<file path="src/sv/rope3_pkg.sv">
`default_nettype none

package rope3_pkg;

  localparam int unsigned MaxTokens  = 16384;
  localparam int unsigned NumFreqs   = 64;
  localparam int unsigned FreqAw     = $clog2(NumFreqs);
  localparam int unsigned Axis1Start = 16;
  localparam int unsigned Axis2Start = 40;

  localparam int unsigned TokW     = 14;
  localparam int unsigned GridW    = 9;
  localparam int unsigned TextW    = 12;
  localparam int unsigned ImageW   = 2 * GridW;
  localparam int unsigned LenW     = ImageW + 1;
  localparam int unsigned PosW     = 12;
  localparam int unsigned FreqW    = 32;
  localparam int unsigned PhaseW   = 32;
  localparam int unsigned XW       = 31;
  localparam int unsigned OutW     = 16;
  localparam int unsigned PairW    = 6;
  localparam int unsigned IdxInW   = 6;
  localparam int unsigned CfgIdxW  = 8;
  localparam int unsigned CfgDataW = 32;
  localparam int unsigned SineLat  = 7;
  localparam int unsigned QueueDepth = 2;
  localparam int unsigned DivSteps = TokW;

  localparam logic [CfgIdxW-1:0] RegGridWidth  = 8'd0;
  localparam logic [CfgIdxW-1:0] RegGridHeight = 8'd1;
  localparam logic [CfgIdxW-1:0] RegValidText  = 8'd2;
  localparam logic [CfgIdxW-1:0] RegTextTokens = 8'd3;

  // Quarter-wave sine polynomial, Q2.30 coefficients, innermost first.
  localparam logic [31:0] SinC0 = 32'd172272;
  localparam logic [31:0] SinC1 = 32'd5026995;
  localparam logic [31:0] SinC2 = 32'd85569306;
  localparam logic [31:0] SinC3 = 32'd693598668;
  localparam logic [31:0] SinC4 = 32'd1686629713;
  localparam logic [XW-1:0] Quarter = 31'h4000_0000;

  typedef enum logic [1:0] {
    CMD_LOAD,
    CMD_GEN,
    CMD_BAD
  } cmd_e;

  typedef struct packed {
    logic [GridW-1:0] grid_width;
    logic [GridW-1:0] grid_height;
    logic [TextW-1:0] valid_text;
    logic [TextW-1:0] text_tokens;
  } cfg_t;

  typedef struct packed {
    cmd_e              kind;
    logic [FreqAw-1:0] idx;
    logic [FreqW-1:0]  value;
    logic              masked;
    logic [PosW-1:0]   pos0;
    logic [GridW-1:0]  pos1;
    logic [GridW-1:0]  pos2;
  } cmd_t;

  typedef struct packed {
    logic              valid;
    logic              bad;
    logic              last;
    logic              masked;
    logic [FreqAw-1:0] j;
    logic [1:0]        quad;
  } sb_t;

endpackage

`default_nettype wire

</file>
<file path="src/sv/rope3_fifo.sv">
`default_nettype none

module rope3_fifo (
  input  wire logic            clk_i,
  input  wire logic            rst_ni,
  input  wire logic            push_valid_i,
  output logic                 push_ready_o,
  input  rope3_pkg::cmd_t      push_data_i,
  output logic                 pop_valid_o,
  input  wire logic            pop_ready_i,
  output rope3_pkg::cmd_t      pop_data_o
);

  localparam int unsigned PtrW = $clog2(rope3_pkg::QueueDepth);
  localparam int unsigned CntW = $clog2(rope3_pkg::QueueDepth + 1);

  rope3_pkg::cmd_t   slot_q [rope3_pkg::QueueDepth];
  logic [PtrW-1:0]   wr_q, rd_q;
  logic [CntW-1:0]   cnt_q;
  logic              push, pop;

  assign push_ready_o = (cnt_q != CntW'(rope3_pkg::QueueDepth));
  assign pop_valid_o  = (cnt_q != '0);
  assign pop_data_o   = slot_q[rd_q];
  assign push = push_valid_i && push_ready_o;
  assign pop  = pop_valid_o && pop_ready_i;

  always_ff @(posedge clk_i) begin
    if (push) begin
      slot_q[wr_q] <= push_data_i;
    end
  end

  always_ff @(posedge clk_i or negedge rst_ni) begin
    if (!rst_ni) begin
      wr_q  <= '0;
      rd_q  <= '0;
      cnt_q <= '0;
    end else begin
      if (push) wr_q <= wr_q + 1'b1;
      if (pop)  rd_q <= rd_q + 1'b1;
      if (push && !pop) begin
        cnt_q <= cnt_q + 1'b1;
      end else if (pop && !push) begin
        cnt_q <= cnt_q - 1'b1;
      end
    end
  end

endmodule

`default_nettype wire

</file>
<file path="config.mk">
export PLATFORM = sky130hd
export DESIGN_NAME = rope3_fifo
export DESIGN_NICKNAME = d
export VERILOG_FILES = /design/src/sv/rope3_pkg.sv /design/src/sv/rope3_fifo.sv
export SDC_FILE = /design/constraint.sdc
export NUM_CORES = 1
export LEC_CHECK = 0
export ABC_CLOCK_PERIOD_IN_PS = 4890
export BUFFER_PORTS_ARGS = -buffer_cell sky130_fd_sc_hd__buf_2
export CAP_MARGIN = 20
export CORE_ASPECT_RATIO = 1.4
export CORE_MARGIN = 5
export CORE_UTILIZATION = 52
export DETAILED_ROUTE_END_ITERATION = 8
export HOLD_SLACK_MARGIN = 0.1
export PLACE_DENSITY = 0.79
export SYNTH_ARGS = -nofsm -noshare
export SYNTH_HDL_FRONTEND = slang
export SYNTH_SLANG_ARGS = --single-unit
</file>
<file path="constraint.sdc">
create_clock -name clk_i -period 4.89 [get_ports clk_i]
set_input_delay 0.2445 -clock clk_i [delete_from_list [all_inputs] [get_ports clk_i]]
set_output_delay 0.2445 -clock clk_i [all_outputs]
set_load 0.02 [all_outputs]
</file>
# == Word-level counts from Yosys, hierarchy flattened ==
# Memories as Yosys holds them, arrays and structs flattened.
# Index checks and enable logic that the tools add are counted.
# classes
add_sub_neg,4
multipliers,0
div_mod_pow,0
order_cmp,0
eq_ne,1
shift,0
n_mux,4
n_bitwise,0
reduce_logical,8
# ops
cell,count
1-bit logical AND,4
2-bit two-way mux,2
2-bit nonzero test,2
"1-bit adder, second input constant",2
"2-bit by 1-bit adder with 2-bit output, second input constant",1
1-bit logical NOT,2
1-bit two-way mux,2
"2-bit inequality test, second input constant",1
"2-bit by 1-bit subtractor with 2-bit output, second input constant",1
# word_totals
regBits,4
latchBits,0
ram_bits,142
romBits,0
word_cells,21
mem_count,1
# memory_table
name,depth,word_bits,read_ports,rd_ports_with_merged_regs,wr,line,rtl
slot_q,2,71,1,0,1,rope3_fifo.sv:17,rope3_pkg::cmd_t slot_q [rope3_pkg::QueueDepth];

# == Logic depth before layout (Yosys ltp) ==
# Gate-level depths: netlist (run 1).
# logic_depth
depth_word,6
ltp_mapped,7
mapped_depth_nobuf,7

# == Worst setup path before layout (run 1) ==
# OpenSTA, ideal clock, no wires.
# synth_path
path_type,register to register
start,reg cnt_q[0]
end,mem slot_q[0][0] (netlist bit) (enable)
setup_time_ns,0.501
arrival_ns,3.764
setup_slack_ns,0.625
stages_incl_launch_ff,4
period_less_slack_ns,4.265
cell_sequence,dfrtp_1 -> nand2b_1 -> nand2_1 -> nor2_1
# synth_via
elab_chain_len,4
# synth_rtl
element,line,rtl
from (decl),rope3_fifo.sv:19,logic [CntW-1:0] cnt_q;
from (signal assigned),rope3_fifo.sv:43,cnt_q <= cnt_q + 1'b1;
from (signal assigned),rope3_fifo.sv:45,cnt_q <= cnt_q - 1'b1;
2-bit inequality test,rope3_fifo.sv:22,assign push_ready_o = (cnt_q != CntW'(rope3_pkg::QueueDepth));
net push_ready_o,rope3_fifo.sv:7,"output logic push_ready_o,"
1-bit logical AND,rope3_fifo.sv:25,assign push = push_valid_i && push_ready_o;
1-bit two-way mux,rope3_fifo.sv:29,if (push) begin
1-bit two-way mux (not written as such),rope3_fifo.sv:30,slot_q[wr_q] <= push_data_i;
to (decl),rope3_fifo.sv:17,
# The timed path passes the listed nets, and every way through them passes these cells.

==> results.txt, run 1 <==
Placement Setup Slack: 2.37 ns
R2r endpoint: slot_q[0][3]
Die area: 0.0131 mm^2
LEAKAGE: 0.00316 uW
Largest net degree at the start of global routing: 72
Status: completed
CP Capture Type: output port
Seq. cell area: 0.00437 mm^2
Setup TNS: 0 ns
Register area share after synthesis: 77.0%
Vias per inst: 4.74
Synth top area share: 75.2%
P&R area growth vs syn: 37.2%
FILL cells: 659
Area of the mapped netlist: 0.00567 mm^2
DP Wirelength: 6.31 mm
Slowest cell delay on critical path: 0.96 ns
Row count: 45
Hold Crit Class: in2reg
Net count, final: 547
GRT Overall Usage: 16.5%
Io pins: 148
CP max stage cell: dfrtp_4
Min setup slack post-route: 2.14 ns
Main area contributors after synthesis: edfxtp_1 (75%), mux2_4 (18%), buf_12 (2.5%)
Clock latency on the worst-skew pair: 0.40 ns
Fmax: 0.363 GHz
Worst R2R Setup Slack: 2.45 ns
DR WL/cell: 16.7 um
Crit-path max FO: 46
Dominant synthesized flop cell: edfxtp_1
Total grt overflow: 0
Initial antenna violation count: 0
Global-route wire length before repair: 16.4 mm
CORE AREA: 0.0108 mm^2
Crit path launch type: flip-flop
Skew final: 0.00610 ns
Die width: 98.2 um
IO buf count: 147
Worst vdd ir: 0.000352 V
Pwr Density: 605 mW/mm^2
Slew Viols, Final: 0
Mapped Avg Cell Area: 23.7 um^2
Cell taking the most area after synthesis: edfxtp_1
Commonest cells post-synth: edfxtp_1 (142), mux2_4 (69), buf_12 (7)
Yosys reg bits: 146
Antenna Diode Count: 0
Post-DRT Antenna Nets: 0
Syn Nets: 315
Post-CTS Setup Repair Bufs: 0
CTS clk-pin slew, worst paths: 0.05 ns
Clk sinks: 146
Area taken by multi-input logic gates: 0.00116 mm^2
Max cap viols: 0
End of the worst hold path: rd_q
Data required time at the worst endpoint: 4.65 ns
Share of post-route cells with drive strength above 1: 51.1%
Root Buffer: clkbuf_16
Vias after detailed routing: 2958
Final Wtd Congestion: 0.720
Hold Path Stages: 3
Slew margin rel.: 33.0%
Hold Fails Final Rpt: 0
TritonCTS clock tree: built
CP cell instances: buf_4 > mux2_4 > buf_2
Reg2Reg Depth: 4
Initial core utilization: 52.7%
Hold wc startpoint: pop_ready_i
WL final: 10.4 mm
Drt drc: 0
RR Startpoint: cnt_q[0]
Min Tclk post-route: 2.75 ns
Clock buffer depth: 2
Final period util: 56.3%
Crit Path Class: reg2out
Yosys cell types: 15
Mapped Cells: 239
Number of buffers created by CTS: 17
Worst EP arrival: 2.51 ns
Drt pass-1 iters: 4
H-tree Lvls: 4
Least-Margin Pin Slew: 1.00 ns
Ys Warns: 0
Chip height: 134 um
FFs w/ async S/R, synth: 2.74%
Iter 0 DRT Violations: 87
Unrepaired setup endpoints after global routing: no
Vias in the first global route: 3252
Setup Viol. Count Final: 0
Post-synth EDFFs: 142
Most frequent cell after synthesis: edfxtp_1
## cell families (layout without fill, tap and decap cells)
kind of cell / count (synthesis) / after routing / synth area share [%]
flops: 146 / 146 / 77.0
mux: 71 / 71 / 18.7
fa+ha+maj: 1 / 1 / 0.221
simple gates: 7 / 7 / 0.596
buf+inv: 9 / 253 / 2.74
xor+xnor: 5 / 5 / 0.773
## sequential cells by signal, indices dropped and copies added (netlist names)
register and flops:
cnt_q 2, rd_q 1, slot_q 142, wr_q 1
## worst max path at each step
stage              from        endpoint  slack (ns)
2_1_floorplan  cnt_q[0]    slot_q[0][0]        0.63
3_3_place_gp   cnt_q[0]   slot_q[0][24]        2.49
3_5_place_dp   cnt_q[0]   slot_q[0][25]        2.37
4_1_cts            rd_q  pop_data_o[31]        2.10
5_1_grt            rd_q  pop_data_o[69]        2.02
6_report           rd_q  pop_data_o[31]        2.14
## layer usage
metal	GRT usage (%)	share of wire [%]	up-vias
met1	16.8	35	1436
met2	30.3	57	97
li1	-	-	1405
met4	7.59	2.2	0
met5	0	0	-
met3	5.24	5.7	20
## per-stage QoR
| step | std cells | util [%] | cell area (um^2) | hold WS, ns | power (uW) |
|---|---|---|---|---|---|
| 5_1_grt | 624 | 72.3 | 7780 | 0.178 | 4910 |
| 2_1_floorplan | 239 | - | 5670 | -0.0511 | 3100 |
| 4_1_cts | 624 | 72.3 | 7780 | 0.150 | 4760 |
| 3_5_place_dp | 521 | 60.1 | 6460 | 0.0629 | 3410 |
| 6_report | 624 | 72.3 | 7780 | 0.164 | 4700 |
| 3_3_place_gp | 521 | 60.1 | 6460 | 0.0516 | 3380 |
## cell usage in the layout, fill, tap and decap left out, types with 2 or more instances in the layout
cell | Yosys | routed
mux2_4 | 69 | 69
xnor2_1 | 3 | 3
bufinv_16 | 0 | 4
edfxtp_1 | 142 | 142
dlygate4sd3_1 | 0 | 72
mux2_2 | 2 | 2
xor2_1 | 2 | 2
buf_2 | 0 | 147
buf_4 | 0 | 2
clkbuf_16 | 0 | 17
clkbuf_1 | 0 | 2
nand2_1 | 2 | 2
dfrtp_1 | 4 | 3
clkinv_1 | 0 | 5
## cell type report
class                           count  area share (%)
Sequential cell                   146            56.2
Timing Repair Buffer              221            18.9
Multi-Input combinational cell     84            14.9
Clock buffer                       19            5.57
Tap cell                          141            2.27
Clock inverter                     12            2.11
Inverter                            1          0.0483
## power by group
group          switching (uW)  internal, uW  total (uW)
clock network             451           844        1290
logic                     790           720        1510
registers                 180          1720        1900
## critical path: cells and delay by family (launching register included)
family	cells	cell delay, ns
buffers and inverters	2	0.72
flip-flops	1	0.96
multiplexers	1	0.35
## repair_timing
action	4_1_cts	5_1_grt
resized for setup	0	0
hold buffers	72	0
endpoints found under the hold margin	146	0
Power figures use the tool's default switching activity.
==> run 2: changes to the inputs <==
--- a/config.mk
+++ b/config.mk
@@ -5,15 +5,16 @@
 export SDC_FILE = /design/constraint.sdc
 export NUM_CORES = 1
 export LEC_CHECK = 0
-export ABC_CLOCK_PERIOD_IN_PS = 4890
+export ABC_AREA = 1
+export ABC_CLOCK_PERIOD_IN_PS = 2300
 export BUFFER_PORTS_ARGS = -buffer_cell sky130_fd_sc_hd__buf_2
 export CAP_MARGIN = 20
 export CORE_ASPECT_RATIO = 1.4
 export CORE_MARGIN = 5
-export CORE_UTILIZATION = 52
+export CORE_UTILIZATION = 47
 export DETAILED_ROUTE_END_ITERATION = 8
 export HOLD_SLACK_MARGIN = 0.1
-export PLACE_DENSITY = 0.79
+export PLACE_DENSITY = 0.76
 export SYNTH_ARGS = -nofsm -noshare
 export SYNTH_HDL_FRONTEND = slang
 export SYNTH_SLANG_ARGS = --single-unit
==> constraint.sdc (replaced) <==
create_clock -name clk_i -period 2.3 [get_ports clk_i]
set_input_delay 0.115 -clock clk_i [delete_from_list [all_inputs] [get_ports clk_i]]
set_output_delay 0.115 -clock clk_i [all_outputs]
set_load 0.02 [all_outputs]
==> run 2 against run 1 <==
Against the previous run: sequential power is 100% higher; critical path depth grew 1; final area shrank 1.3%; critical endpoint is now pop_data_o[60].
==> results.txt, run 2 <==
Crit path to: pop_data_o[60] (was pop_data_o[31])
Mapped Avg Cell Area: 13.6 um^2 (was 23.7 um^2)
Post-DRT Antenna Nets: 0 (unchanged)
Drt drc: 0 (unchanged)
Register area share after synthesis: 80.6% (was 77.0%)
Clk sinks: 146 (unchanged)
WL final: 12.1 mm (was 10.4 mm)
Ys Warns: 0 (unchanged)
CTS clk-pin slew, worst paths: 0.06 ns (was 0.05 ns)
Post-CTS Setup Repair Bufs: 0 (unchanged)
Vias per inst: 4.71 (was 4.74)
Hold Fails Final Rpt: 0 (unchanged)
Regs by FF count: slot_q (142), cnt_q (2) (unchanged)
Unrepaired setup endpoints after global routing: no (unchanged)
Largest net degree at the start of global routing: 73 (was 72)
Vias in the first global route: 3883 (was 3252)
Layout Cells excl Fill: 789 (was 624)
CP max stage cell: buf_4 (was dfrtp_4)
Root Buffer: clkbuf_16 (unchanged)
Fmax: 0.547 GHz
FILL cells: 762 (was 659)
Least-Margin Pin Slew: 0.531 ns (was 1.00 ns)
Worst EP arrival: 1.71 ns (was 2.51 ns)
RR Startpoint: cnt_q[0] (unchanged)
Final Wtd Congestion: 0.745 (was 0.720)
PostCTS Resize Cnt: 0 (unchanged)
Post-synth EDFFs: 142 (unchanged)
Slew Viols, Final: 0 (unchanged)
Net count, final: 707 (was 547)
H-tree Lvls: 4 (unchanged)
Cts hold-fix bufs: 75 (was 72)
Most frequent cells in the layout: nand2_1 (222), buf_2 (147), edfxtp_1 (142) (was buf_2 (147), edfxtp_1 (142), dlygate4sd3_1 (72))
Area of the mapped netlist: 0.00542 mm^2 (was 0.00567 mm^2)
Vias after detailed routing: 3717 (was 2958)
Final period util: 79.5%
Max FFs per register: 142 (unchanged)
Initial antenna violation count: 1 (was 0)
Main area contributors after synthesis: edfxtp_1 (79%), nand2_1 (15%), dfrtp_1 (1.8%) (was edfxtp_1 (75%), mux2_4 (18%), buf_12 (2.5%))
Crit path launch type: flip-flop (unchanged)
Row count: 46 (was 45)
FFs w/ async S/R, synth: 2.74% (unchanged)
Chip height: 137 um (was 134 um)
Critical Path Most Common Cell: nand2_1
Hold Crit Class: in2reg (unchanged)
Yosys cell types: 16 (was 15)
Skew final: 0.00737 ns (was 0.00610 ns)
Crit-path max FO: 46 (unchanged)
Worst vdd ir: 0.000951 V (was 0.000352 V)
Number of buffers created by CTS: 17 (unchanged)
Setup Viol. Count Final: 0 (unchanged)
Crit Path Class: reg2out (unchanged)
CORE AREA: 0.0113 mm^2 (was 0.0108 mm^2)
Cell taking the most area after synthesis: edfxtp_1 (unchanged)
Drt pass-1 iters: 4 (unchanged)
Die area: 0.0138 mm^2 (was 0.0131 mm^2)
Most common cell after layout, fill and taps aside: nand2_1 (was buf_2)
Pwr Density: 1320 mW/mm^2 (was 605 mW/mm^2)
Die width: 101 um (was 98.2 um)
Slew margin rel.: 64.6% (was 33.0%)
Syn Nets: 475 (was 315)
Worst Setup SP: rd_q (unchanged)
DR WL/cell: 15.3 um (was 16.7 um)
Reg with most FFs: slot_q (unchanged)
Synth top area share: 78.7% (was 75.2%)
Placed insts: 681 (was 521)
Total grt overflow: 0 (unchanged)
Min Tclk post-route: 1.83 ns
Worst R2R Setup Slack: 0.65 ns (was 2.45 ns)
Commonest cells post-synth: nand2_1 (222), edfxtp_1 (142), buf_6 (8) (was edfxtp_1 (142), mux2_4 (69), buf_12 (7))
Reg2Reg Depth: 5 (was 4)
Clock buffer depth: 2 (unchanged)
Mapped Cells: 399 (was 239)
Clock latency on the worst-skew pair: 0.41 ns (was 0.40 ns)
Share of post-route cells with drive strength above 1: 29.3% (was 51.1%)
Initial core utilization: 47.8% (was 52.7%)
R2r endpoint: slot_q[1][17] (was slot_q[0][3])
GRT Overall Usage: 18.1% (was 16.5%)
IO buf count: 147 (unchanged)
Max cap viols: 0 (unchanged)
Status: completed (unchanged)
TritonCTS clock tree: built (unchanged)
Hold WS: 0.422 ns (was 0.164 ns)
LEAKAGE: 0.00332 uW (was 0.00316 uW)
Yosys reg bits: 146 (unchanged)
Dominant synthesized flop cell: edfxtp_1 (unchanged)
DP Wirelength: 7.14 mm (was 6.31 mm)
P&R area growth vs syn: 41.7% (was 37.2%)
Io pins: 148 (unchanged)
CP Capture Type: output port (unchanged)
Slowest cell delay on critical path: 0.43 ns (was 0.96 ns)
Data required time at the worst endpoint: 2.18 ns (was 4.65 ns)
Global-route wire length before repair: 18.6 mm (was 16.4 mm)
CP cell instances: buf_4 > nand2_1 > nand2_1 > buf_2 (was buf_4 > mux2_4 > buf_2)
Iter 0 DRT Violations: 149 (was 87)
Most frequent cell after synthesis: nand2_1 (was edfxtp_1)
[run 2: how the worst min path moves through the flow]
stage / from / to / slack (ns) / cells past startpoint
final: push_data_i[4] / slot_q[1][4] / 0.42 / 2
after global routing: push_data_i[4] / slot_q[1][4] / 0.41 / 2
after CTS: push_data_i[2] / slot_q[1][2] / 0.40 / 2
after detailed placement: rst_ni / cnt_q[0] / -0.07 / 1
after global placement: rst_ni / cnt_q[1] / -0.08 / 1
after floorplan: rst_ni / cnt_q[0] / -0.18 / 0
[run 2: critical path: cells and delay by family (launching register included)]
family                 cells  cell delay (ns)
buffers and inverters      2             0.60
DFF                        1             0.41
and+or+nand+nor            2             0.27
[run 2: layout make-up]
type / count / area [um^2] / area share (%)
Clock buffer: 19 / 433 / 5.64
Sequential cell: 146 / 4370 / 56.9
Multi-Input combinational cell: 231 / 908 / 11.8
Timing Repair Buffer: 228 / 1540 / 20.1
Inverter: 7 / 31.3 / 0.408
Clock inverter: 13 / 210 / 2.74
Tap cell: 144 / 180 / 2.35
Antenna cell: 1 / 2.50 / 0.0326
[run 2: cells by family (layout without fill, tap and decap cells)]
kind of cell / after synthesis / in the layout / synth area share (%)
xor+xnor: 2 / 2 / 0.323
fa+ha+maj: 1 / 1 / 0.231
buf+inv: 22 / 267 / 2.93
flops: 146 / 146 / 80.6
other cells: 0 / 1 / 0
simple gates: 228 / 228 / 15.9
[run 2: per-stage QoR]
step                      TNS [ns]  area, um^2  util (%)  setup slack (ns)  power (uW)
after floorplan            -101.31        5420         -            -0.714        6110
after global placement           0        6280      55.4             0.694        7070
after detailed placement         0        6280      55.4             0.645        7160
after CTS                        0        7670      67.7             0.477       10200
after global routing             0        7670      67.7             0.340       10700
final                            0        7670      67.7             0.472       10100
[run 2: routing by layer]
layer	vias to the layer above	global-route usage, %	share of wire (%)
li1	1812	-	-
met1	1760	18.6	36
met2	122	32.6	56
met3	23	5.86	5.2
met4	0	9.14	2.9
met5	-	0	0
[run 2: where the power goes]
part	internal, uW	leakage (uW)	switching [uW]
logic	986	0.00165	2400
clock network	1930	0.000307	1020
registers	3640	0.00137	168
total	6550	0.00332	3580
