## config.mk

```make
export PLATFORM = sky130hd
export DESIGN_NAME = rope3_front
export DESIGN_NICKNAME = d
export VERILOG_FILES = /design/src/sv/rope3_pkg.sv /design/src/sv/rope3_front.sv
export SDC_FILE = /design/constraint.sdc
export NUM_CORES = 1
export LEC_CHECK = 0
export ABC_AREA = 1
export BUFFER_PORTS_ARGS = -buffer_cell sky130_fd_sc_hd__clkbuf_2
export CAP_MARGIN = 20
export CORE_ASPECT_RATIO = 0.9
export CORE_MARGIN = 2
export CORE_UTILIZATION = 45
export DETAILED_ROUTE_END_ITERATION = 10
export PLACE_DENSITY = 0.66
export SETUP_SLACK_MARGIN = 0.02
export SYNTH_ARGS = -nofsm -noshare
export SYNTH_HDL_FRONTEND = slang
export SYNTH_SLANG_ARGS = --single-unit
```

## constraint.sdc

```tcl
create_clock -name clk_i -period 5.6 [get_ports clk_i]
set_input_delay 1.12 -clock clk_i [delete_from_list [all_inputs] [get_ports clk_i]]
set_output_delay 1.12 -clock clk_i [all_outputs]
set_load 0.02 [all_outputs]
```

## src/sv/rope3_pkg.sv

```systemverilog
`default_nettype none

package rope3_pkg;

  localparam int unsigned MaxTokens  = 16384;
  localparam int unsigned NumFreqs   = 64;
  localparam int unsigned FreqAw     = $clog2(NumFreqs);
  localparam int unsigned Axis1Start = 16;
  localparam int unsigned Axis2Start = 40;

  localparam int unsigned TokW     = 14;
  localparam int unsigned GridW    = 9;
  localparam int unsigned TextW    = 12;
  localparam int unsigned ImageW   = 2 * GridW;
  localparam int unsigned LenW     = ImageW + 1;
  localparam int unsigned PosW     = 12;
  localparam int unsigned FreqW    = 32;
  localparam int unsigned PhaseW   = 32;
  localparam int unsigned XW       = 31;
  localparam int unsigned OutW     = 16;
  localparam int unsigned PairW    = 6;
  localparam int unsigned IdxInW   = 6;
  localparam int unsigned CfgIdxW  = 8;
  localparam int unsigned CfgDataW = 32;
  localparam int unsigned SineLat  = 7;
  localparam int unsigned QueueDepth = 2;
  localparam int unsigned DivSteps = TokW;

  localparam logic [CfgIdxW-1:0] RegGridWidth  = 8'd0;
  localparam logic [CfgIdxW-1:0] RegGridHeight = 8'd1;
  localparam logic [CfgIdxW-1:0] RegValidText  = 8'd2;
  localparam logic [CfgIdxW-1:0] RegTextTokens = 8'd3;

  // Quarter-wave sine polynomial, Q2.30 coefficients, innermost first.
  localparam logic [31:0] SinC0 = 32'd172272;
  localparam logic [31:0] SinC1 = 32'd5026995;
  localparam logic [31:0] SinC2 = 32'd85569306;
  localparam logic [31:0] SinC3 = 32'd693598668;
  localparam logic [31:0] SinC4 = 32'd1686629713;
  localparam logic [XW-1:0] Quarter = 31'h4000_0000;

  typedef enum logic [1:0] {
    CMD_LOAD,
    CMD_GEN,
    CMD_BAD
  } cmd_e;

  typedef struct packed {
    logic [GridW-1:0] grid_width;
    logic [GridW-1:0] grid_height;
    logic [TextW-1:0] valid_text;
    logic [TextW-1:0] text_tokens;
  } cfg_t;

  typedef struct packed {
    cmd_e              kind;
    logic [FreqAw-1:0] idx;
    logic [FreqW-1:0]  value;
    logic              masked;
    logic [PosW-1:0]   pos0;
    logic [GridW-1:0]  pos1;
    logic [GridW-1:0]  pos2;
  } cmd_t;

  typedef struct packed {
    logic              valid;
    logic              bad;
    logic              last;
    logic              masked;
    logic [FreqAw-1:0] j;
    logic [1:0]        quad;
  } sb_t;

endpackage

`default_nettype wire

```

## src/sv/rope3_front.sv

```systemverilog
`default_nettype none

module rope3_front (
  input  wire logic                          clk_i,
  input  wire logic                          rst_ni,
  input  rope3_pkg::cfg_t                    cfg_i,
  input  wire logic                          in_valid_i,
  output logic                               in_ready_o,
  input  wire logic                          op_i,
  input  wire logic [rope3_pkg::IdxInW-1:0]  freq_index_i,
  input  wire logic [rope3_pkg::FreqW-1:0]   freq_value_i,
  input  wire logic [rope3_pkg::TokW-1:0]    token_index_i,
  output logic                               push_valid_o,
  input  wire logic                          push_ready_i,
  output rope3_pkg::cmd_t                    push_data_o
);

  typedef enum logic [2:0] {
    F_IDLE,
    F_MUL,
    F_CMP,
    F_DIV,
    F_PUSH
  } fstate_e;

  localparam int unsigned CntW = $clog2(rope3_pkg::DivSteps);

  fstate_e                          state_q;
  logic [rope3_pkg::TokW-1:0]       tok_q;
  logic [rope3_pkg::ImageW-1:0]     image_q;
  logic [rope3_pkg::TokW-1:0]       quo_q;
  logic [rope3_pkg::GridW-1:0]      rem_q;
  logic [CntW-1:0]                  cnt_q;
  rope3_pkg::cmd_t                  cmd_q;

  logic [rope3_pkg::LenW-1:0]       length, mask_limit;
  logic [rope3_pkg::LenW-1:0]       tok_ext;
  logic                             is_bad, is_image;
  logic [rope3_pkg::GridW:0]        rem_sh;
  logic                             ge;

  assign in_ready_o   = (state_q == F_IDLE);
  // The row and column are copied in during the first push cycle of an image token.
  assign push_valid_o = (state_q == F_PUSH) &&
                        !(cmd_q.kind == rope3_pkg::CMD_GEN && cnt_q != '0);
  assign push_data_o  = cmd_q;

  always_comb begin
    tok_ext    = rope3_pkg::LenW'(tok_q);
    length     = rope3_pkg::LenW'(image_q) + rope3_pkg::LenW'(cfg_i.text_tokens);
    mask_limit = rope3_pkg::LenW'(image_q) + rope3_pkg::LenW'(cfg_i.valid_text);
    is_bad     = (tok_ext >= length) || (32'(tok_q) >= rope3_pkg::MaxTokens);
    is_image   = (tok_ext < rope3_pkg::LenW'(image_q));
    // One restoring division step: the remainder always stays below the width.
    rem_sh     = {rem_q, quo_q[rope3_pkg::TokW-1]};
    ge         = (rem_sh >= {1'b0, cfg_i.grid_width});
  end

  always_ff @(posedge clk_i or negedge rst_ni) begin
    if (!rst_ni) begin
      state_q <= F_IDLE;
      cnt_q   <= '0;
    end else begin
      unique case (state_q)
        F_IDLE: begin
          if (in_valid_i) begin
            tok_q            <= token_index_i;
            cmd_q.kind       <= rope3_pkg::CMD_LOAD;
            cmd_q.idx        <= rope3_pkg::FreqAw'(freq_index_i);
            cmd_q.value      <= freq_value_i;
            if (op_i) begin
              state_q <= F_MUL;
            end else if (32'(freq_index_i) < rope3_pkg::NumFreqs) begin
              state_q <= F_PUSH;
            end
          end
        end
        F_MUL: begin
          image_q <= rope3_pkg::ImageW'(cfg_i.grid_width) *
                     rope3_pkg::ImageW'(cfg_i.grid_height);
          state_q <= F_CMP;
        end
        F_CMP: begin
          cmd_q.masked <= (tok_ext >= mask_limit);
          cmd_q.pos1   <= '0;
          cmd_q.pos2   <= '0;
          if (is_bad) begin
            cmd_q.kind <= rope3_pkg::CMD_BAD;
            state_q    <= F_PUSH;
          end else begin
            cmd_q.kind <= rope3_pkg::CMD_GEN;
            if (is_image) begin
              cmd_q.pos0 <= cfg_i.valid_text;
              quo_q      <= tok_q;
              rem_q      <= '0;
              cnt_q      <= '0;
              state_q    <= F_DIV;
            end else begin
              cmd_q.pos0 <= rope3_pkg::PosW'(tok_ext - rope3_pkg::LenW'(image_q));
              state_q    <= F_PUSH;
            end
          end
        end
        F_DIV: begin
          quo_q <= {quo_q[rope3_pkg::TokW-2:0], ge};
          rem_q <= ge ? rope3_pkg::GridW'(rem_sh - {1'b0, cfg_i.grid_width})
                      : rope3_pkg::GridW'(rem_sh);
          cnt_q <= cnt_q + 1'b1;
          if (cnt_q == CntW'(rope3_pkg::DivSteps - 1)) begin
            state_q <= F_PUSH;
          end
        end
        F_PUSH: begin
          if (cmd_q.kind == rope3_pkg::CMD_GEN && cnt_q != '0) begin
            cmd_q.pos1 <= rope3_pkg::GridW'(quo_q);
            cmd_q.pos2 <= rem_q;
            cnt_q      <= '0;
          end else if (push_ready_i) begin
            state_q <= F_IDLE;
          end
        end
        default: state_q <= F_IDLE;
      endcase
    end
  end

endmodule

`default_nettype wire

```

# Word level (Yosys, flattened, before mapping)
# Cells that the tools add are included.
# W data, S select, Z words.
[op_classes]
muxes = 25
eq_ne = 13
reduce_logical = 18
n_mul = 1
n_addsub = 5
bitwise = 1
order_cmp = 4
[ops]
columns = ["operator", "n"]
rows = [
  ["$mux W40", 1],
  ["$add A18 B12 Y19", 2],
  ["$ge A14 B19 Y1", 2],
  ["$pmux W18 S2", 1],
  ["$mux W14", 2],
  ["$pmux W14 S2", 1],
  ["$mux W9", 3],
  ["$mux W3", 7],
  ["$lt A14 B18 Y1", 1],
  ["$mul A9 B9 Y18", 1],
  ["$mux W18", 1],
  ["$pmux W9 S2", 1],
  ["$pmux W3 S5", 1],
  ["$mux W12", 1],
  ["$mux W4", 3],
  ["$ne A2 B2 Y1 const B", 6],
  ["$pmux W4 S3", 1],
  ["$reduce_and A3 Y1", 4],
  ["$reduce_and A4 Y1", 3],
  ["$sub A12 B12 Y12", 1],
  ["$ge A10 B9 Y1", 1],
  ["$sub A9 B9 Y9", 1],
  ["$eq A3 B2 Y1 const B", 2],
  ["$reduce_bool A2 Y1", 3],
  ["15 further kinds", 17],
]
[word_totals]
inputBits = 99
out_inout_bits = 73
elab_cells = 80
regBits = 133

# Depth between registers and ports, before layout
# Gate-level depths: netlist of run 1.
[logic_depth]
depth_word = 4
depth_mapped = 25
ltp_nobuf = 25

# Worst setup path after synthesis of run 1
# Ideal clock, no wire load.
[synth_path]
path_type = "input port to flip-flop"
from = "input port cfg_i[33] (netlist bit)"
to = "register image_q[14] (netlist bit) (data pin)"
setup_slack_ns = 0.446
arrival_ns = 4.896
path_stages = 18
n_path_buf = 1
setup_time_ns = 0.258
cell_sequence = "clkbuf_1 > nand2_1 > fa_1 > fa_1 > inv_1 > fa_1 > inv_1 > fa_1 > inv_1 > ha_1 > nand2_1 > nor4_1 > nor2_1 > o21ai_0 > a21oi_1 > nor2_1 > nor2_1 > xnor2_1"
[synth_between]
elab_chain_len = 1
[synth_lines]
columns = ["element", "line", "rtl"]
rows = [
  ["start, declared", "rope3_front.sv:6", "input rope3_pkg::cfg_t cfg_i,"],
  ["$mul A9 B9 Y18", "rope3_front.sv:79", "image_q <= rope3_pkg::ImageW'(cfg_i.grid_width) *"],
  ["end signal, assigned", "rope3_front.sv:79", ""],
  ["end, declared", "rope3_front.sv:30", "logic [rope3_pkg::ImageW-1:0] image_q;"],
]
# No other way between the ends.
# A chain may end at the register's enable or synchronous reset.

# Worst setup path in the final report of run 1
[layout_path]
from = "input port cfg_i[34] (netlist bit)"
to = "register image_q[14] (netlist bit) (data pin)"
# The elaborated chain is that of the path after synthesis.

==> results of run 1 <==
==> power by group through the flow <==
stage	logic (mW)	clock network (mW)	registers [mW]
2_1_floorplan	1.64	0	1.55
3_3_place_gp	2.22	0	1.50
3_5_place_dp	2.26	0	1.51
4_1_cts	2.27	1.20	1.49
5_1_grt	2.61	1.24	1.51
6_report	2.25	1.18	1.49
==> critical path, delay by kind of cell <==
family                   cells  cell delay, ps
adder cells (fa/ha/maj)      5            2460
AND/OR/NAND/NOR              6             660
buffers and inverters        4             400
AO/OA/AOI/OAI                2             380
XOR/XNOR                     1             120
==> metrics by stage <==
step	instance area (sq um)	worst slack, ps	util (%)	instances	hold WS (ps)
floorplan	10700	446	-	1226	467
global placement	11900	295	50.8	1680	495
detailed placement	11900	203	50.8	1680	495
CTS	12500	630	53.4	1712	509
global route	12500	356	53.4	1712	554
finish	12500	603	53.4	1712	512
==> metal layers <==
layer / wire [microns] / global-route usage, % / up-vias / share of wire, %
met5: 0 / 0 / - / 0
met4: 390 / 5.43 / 0 / 1.5
met3: 1150 / 3.20 / 26 / 4.5
met1: 11500 / 27.8 / 3915 / 46
li1: - / - / 4264 / -
met2: 12200 / 36.5 / 196 / 48
==> cell usage after synthesis, drive strengths merged, types with 2 or more instances <==
library cell  number  area, sq um
nand2            305         1160
inv              255          957
edfxtp           126         3780
ha               116         1450
nor2              73          279
a21oi             58          294
fa                54         1080
o21ai             46          234
nand3             42          225
xor2              33          289
xnor2             24          210
clkbuf            23         86.3
nor3               9         50.1
o22ai              9         56.3
nand4              8         50.1
dfrtp              7          175
a31oi              5         31.3
buf                4         26.3
o21bai             4         33.8
a211oi             3         22.5
nor4               3         18.8
o31ai              3         22.5
a21boi             2         15.0
and3               2         12.5
nand3b             2         15.0
o2111ai            2         17.5
o211ai             2         15.0
or2                2         12.5
==> flip-flops by register name, indices dropped and copies added, names as in the netlist <==
signal	flops
push_data_o	71
image_q	18
quo_q	14
tok_q	14
rem_q	9
cnt_q	4
state_q	3
==> layout make-up <==
cell class	instances	area (sq um)	share of cell area (%)
multi-input cells	811	5640	45.3
flip-flops and latches	133	3960	31.8
inverters	255	957	7.68
repair buffers	179	916	7.35
clock buffers	19	443	3.55
well taps	302	378	3.03
clock inverters	13	170	1.37
==> path summary, 6_finish.rpt <==
path / cells after the start / start / slack [ps] / endpoint
hold / removal: 2 / cnt_q[1] / 510 / cnt_q[1]
hold reg to reg: 2 / cnt_q[1] / 510 / cnt_q[1]
min in group asynchronous: 1 / rst_ni / 560 / cnt_q[3]
max in group asynchronous: 1 / rst_ni / 4830 / state_q[0]
setup / recovery: 18 / cfg_i[34] / 600 / image_q[14]
setup reg to reg: 21 / image_q[1] / 1570 / quo_q[2]
==> kinds of logic (layout without fill, tap and decap cells) <==
logic type / count (synthesis) / count (layout) / synth area share [%]
AND/OR/NAND/NOR: 447 / 447 / 17.2
AO/OA/AOI/OAI: 137 / 137 / 7.18
XOR/XNOR: 57 / 57 / 4.68
flip-flops: 133 / 133 / 37.1
adder cells (fa/ha/maj): 170 / 170 / 23.8
buffers and inverters: 282 / 466 / 10.0
==> impl_summary.txt, run 1 <==
----------------------------------------------------
[Timing]
  Final Hold Fails ... 0
  Setup repair after global routing missed its margin ... false
  Fmax achieved ... 200 MHz
  Transition time of the tightest slew-check pin ... approximately 750 ps
  Worst rel slew slack ... 50.0%
  Final Critical Period ... approximately 5000 ps
  Max Clock Skew ... ~13 ps
  Number of pins with negative max-slew slack in the final report ... 0
  Sum of negative setup slack ... 0 ps
  Post-route clock period utilization ... 89.2%
  Finish-stage setup viols ... 0

[Synthesis]
  Cell count after synthesis ... about 1200
  Number of synthesized flops with an enable pin ... 126
  Synth warnings ... 0
  Ys flop type ... sky130_fd_sc_hd__edfxtp_1
  Total nets after synthesis ... roughly 1500
  Post-synthesis register bit count ... 133
  Average footprint of a synthesized cell ... about 8.7 sq um
  Sequential element share of the synthesized area ... 37.1%
  Distinct cells, synth ... 43
  Cell area after synthesis ... approximately 11000 sq um
  Async set or reset register ratio after synthesis ... under 10%

[Clocking]
  Number of H-tree levels ... 4
  Latest clock arrival within the worst-skew pair ... 430 ps
  Clock Tree Root ... sky130_fd_sc_hd__clkbuf_16
  Hold_buf cts ... 0
  Count of instances resized after the clock tree is built ... 0
  Number of buffers created by CTS ... 17
  Number of buffers inserted to repair setup after CTS ... 0
  CTS Sinks ... roughly 130
  Number of buffers on the longest clock path ... 2
  Clock tree from TritonCTS ... done
  Register clock-pin slew on the reported worst setup and hold paths ... around 60 ps

[Global routing]
  Largest net degree at the start of global routing ... 53
  Initial antenna violation count ... 0
  Global-route wire length before repair ... 41.3 mm
  GRT overflow ... 0
  Overall routing resource usage ... between 20% and 30%
  Via count of the first global-routing pass ... 8281

[Power]
  IR Drop Worst-Case VDD ... just over 0.0002 V
  Post-layout total power ... slightly below 5 mW
  Switching part of the total ... 40.6%
  Proportion of power drawn by flip-flops and latches ... between 30% and 40%
  Internal portion of total power ... between 2 and 3 mW
  Clock share of power ... 24.0%
  Leakage power ... about 6.5 nW
  Logic gate share of total power ... a little under half
  Net Switching ... 2.00 mW
  Total power density per cell area ... 395 nW/um^2

[Critical path]
  Worst Setup End Kind ... flip-flop
  Critical path, cell by cell ... clkbuf_2 > nand2_1 > fa_1 > fa_1 > inv_1 > fa_1 > inv_1 > fa_1 > inv_1 > ha_1 > nand2_1 > nor4_1 > nor2_1 > o21ai_0 > a21oi_1 > nor2_1 > nor2_1 > xnor2_1
  Arrival time reported for the critical path endpoint ... approximately 5200 ps
  Largest stage delay on the critical path ... ~560 ps
  Critical Path RT ... 5760 ps
  Element type at the critical path start ... input port
  Critical-path top delay cell ... sky130_fd_sc_hd__fa_1
  Worst setup path class ... input port to flip-flop
  Crit path max fanout ... 11
  Most repeated library cell on the critical path ... sky130_fd_sc_hd__fa_1

[Placement]
  Placer's final routability congestion estimate ... 0.921
  Number of I/O port buffers ... 171
  Estimated wirelength of the detail-placed design ... about 21 mm

[Cells and area]
  Most frequent standard cell in the layout excluding fill and tap cells ... sky130_fd_sc_hd__nand2_1
  Area growth, synth to finish ... 16.9%
  Number of inserted diodes ... 0
  Layout filler cell count ... 2208
  Nets ... 1666
  Share of cells above drive strength 1 ... 16.8%
  Commonest non-fill, non-tap cells in the layout ... sky130_fd_sc_hd__nand2_1, sky130_fd_sc_hd__inv_1, sky130_fd_sc_hd__clkbuf_2

[Status]
  Status ... finished clean

[Detailed routing]
  Overall routed net length ... roughly 25 mm
  Routed len/inst ... ~15 microns
  Detail-routed via count per cell ... 4.91
  Routed via count ... around 8400
  Final routed DRC violation total ... 0
  Router iterations before antenna repair ... 5
  DR iter-0 viols ... 497
  ANT nets after route ... 0

[Floorplanning]
  Initial cell density of the core ... 45.7%
  DIE AREA ... 24900 sq um
  Core ar. ... 23300 sq um
  Die extent in y ... 150 microns
  Number of cell rows ... between 50 and 60
  # IOs ... approximately 170
  Width of the chip ... 166 microns

[Run]
  Number of max-capacitance violations reported ... 0

[Worst hold path]
  Type of the tightest min-delay check ... flip-flop to flip-flop

----------------------------------------------------
Note: power is estimated with default switching activity, not from simulation.
==> run 2, diff against run 1 <==
Settings changed: PLACE_DENSITY 0.66 to 0.76.
==> impl_summary.txt, run 2 (synthesis results as in run 1) <==
----------------------------------------------------
[Detailed routing]
  Routed len/inst ... 15.1 microns
  Detail-routed via count per cell ... ~5.0
  ANT nets after route ... 0
  Final routed DRC violation total ... 0
  Routed via count ... ~8600
  Overall routed net length ... 25.9 mm
  Router iterations before antenna repair ... 6
  DR iter-0 viols ... 578

[Power]
  Total power density per cell area ... 393 nW/um^2
  IR Drop Worst-Case VDD ... 0.000257 V
  Leakage power ... 6.46 nW
  Post-layout total power ... 4.89 mW

[Floorplanning]
  Initial cell density of the core ... 45.7%
  DIE AREA ... between 20000 and 25000 sq um
  Core ar. ... about 23000 sq um
  Width of the chip ... approximately 170 microns
  # IOs ... 172
  Number of cell rows ... 53
  Die extent in y ... 150 microns

[Placement]
  Pre-CTS WS ... 148 ps
  Estimated wirelength of the detail-placed design ... 20.8 mm
  Number of I/O port buffers ... ~170
  Placer's final routability congestion estimate ... 0.924
  Cells after DPL ... 1680

[Clocking]
  Count of instances resized after the clock tree is built ... 0
  Register clock-pin slew on the reported worst setup and hold paths ... 60 ps
  Number of buffers inserted to repair setup after CTS ... 0
  Hold_buf cts ... 0
  Clock Tree Root ... sky130_fd_sc_hd__clkbuf_16
  Clock tree from TritonCTS ... done
  Number of H-tree levels ... 4
  Latest clock arrival within the worst-skew pair ... roughly 430 ps
  Number of buffers created by CTS ... 17
  Number of buffers on the longest clock path ... 2
  CTS Sinks ... ~130

[Global routing]
  Initial antenna violation count ... 0
  Via count of the first global-routing pass ... 8565
  Overall routing resource usage ... 21.3%
  Global-route wire length before repair ... 42.0 mm
  Largest net degree at the start of global routing ... 42
  GRT overflow ... 0

[Cells and area]
  Most frequent standard cell in the layout excluding fill and tap cells ... sky130_fd_sc_hd__nand2_1
  Number of inserted diodes ... 0
  Largest register FFs ... between 70 and 80
  Nets ... 1666
  Commonest non-fill, non-tap cells in the layout ... sky130_fd_sc_hd__nand2_1, sky130_fd_sc_hd__inv_1, sky130_fd_sc_hd__clkbuf_2
  Share of cells above drive strength 1 ... 16.7%
  Layout filler cell count ... 2128
  Area growth, synth to finish ... 16.6%
  Number of cells in the finished layout apart from fillers ... roughly 1700

[Timing]
  Worst rel slew slack ... 39.6%
  Fmax achieved ... about 200 MHz
  Worst Hold Margin ... 505 ps
  Final Critical Period ... roughly 5000 ps
  Max Clock Skew ... 11.3 ps
  Transition time of the tightest slew-check pin ... 902 ps
  Minimum setup slack in the final design ... 570 ps
  Finish-stage setup viols ... 0
  Number of pins with negative max-slew slack in the final report ... 0
  Final Hold Fails ... 0
  Post-route clock period utilization ... roughly nine tenths
  Sum of negative setup slack ... 0 ps
  Setup repair after global routing missed its margin ... false

[Status]
  Status ... finished clean

[Run]
  Number of max-capacitance violations reported ... 0

[Critical path]
  Arrival time reported for the critical path endpoint ... around 5200 ps
  Element type at the critical path start ... input port
  Crit path max fanout ... 11
  Critical Path RT ... 5770 ps
  Worst setup path class ... input port to flip-flop
  Minimum setup slack among reg-to-reg paths ... around 1500 ps
  Number of cells on the worst reg-to-reg path ... 20
  Worst Setup End Kind ... flip-flop

[Worst hold path]
  Hold depth ... 2
  Type of the tightest min-delay check ... flip-flop to flip-flop

----------------------------------------------------
-- run 2: cell count changes in the layout (fill, tap and decap cells not counted), sizes merged --
cell      change
bufinv        -1
clkinv        -1
inv           -1
clkinvlp      +3
-- run 2: layout make-up --
| type | instances | area (sq um) | share of cell area, % |
|---|---|---|---|
| clock buffer | 19 | 433 | 3.48 |
| clock inverter | 13 | 149 | 1.20 |
| inverter | 255 | 957 | 7.70 |
| multi-input combinational | 811 | 5640 | 45.4 |
| sequential | 133 | 3960 | 31.8 |
| tap | 302 | 378 | 3.04 |
| timing repair buffer | 179 | 916 | 7.37 |
-- run 2: path summary, 6_finish.rpt --
path	start	end
max	cfg_i[34]	image_q[14]
min	cnt_q[1]	cnt_q[1]
max reg2reg	image_q[1]	quo_q[11]
min reg2reg	cnt_q[1]	cnt_q[1]
max in group asynchronous	rst_ni	state_q[1]
min in group asynchronous	rst_ni	cnt_q[3]
-- run 2: where the power goes --
group | switching [mW] | internal, mW | total (mW) | leakage [nW]
logic | 1.45 | 0.840 | 2.29 | 4.93
registers | 0.117 | 1.37 | 1.49 | 1.26
clock network | 0.453 | 0.661 | 1.11 | 0.275
total | 2.02 | 2.87 | 4.89 | 6.46
-- run 2: per-stage QoR --
stage,area (sq um),util (%)
floorplan,10700,-
global placement,11900,50.8
detailed placement,11900,50.8
CTS,12400,53.3
global route,12400,53.3
finish,12400,53.3
-- run 2: worst max-delay path, stage by stage --
cell	delay [ps]
sky130_fd_sc_hd__clkbuf_2	210
sky130_fd_sc_hd__nand2_1	120
sky130_fd_sc_hd__inv_1	60
sky130_fd_sc_hd__fa_1	520
sky130_fd_sc_hd__fa_1	520
sky130_fd_sc_hd__fa_1	540
sky130_fd_sc_hd__inv_1	50
sky130_fd_sc_hd__fa_1	530
sky130_fd_sc_hd__inv_1	40
sky130_fd_sc_hd__ha_1	350
sky130_fd_sc_hd__a21oi_1	220
sky130_fd_sc_hd__o21ai_0	140
sky130_fd_sc_hd__nor2_1	200
sky130_fd_sc_hd__o21ai_0	150
sky130_fd_sc_hd__a21oi_1	160
sky130_fd_sc_hd__nor2_1	50
sky130_fd_sc_hd__nor2_1	130
sky130_fd_sc_hd__xnor2_1	90
-- run 2: routing by layer --
metal	part of all wire [%]	track usage, %	vias to the layer above	wire length [microns]
met5	0	0	-	0
met4	2.6	7.59	0	672
met3	5.9	4.50	53	1530
met2	49	36.5	262	12700
met1	42	27.0	4042	11000
li1	-	-	4260	-
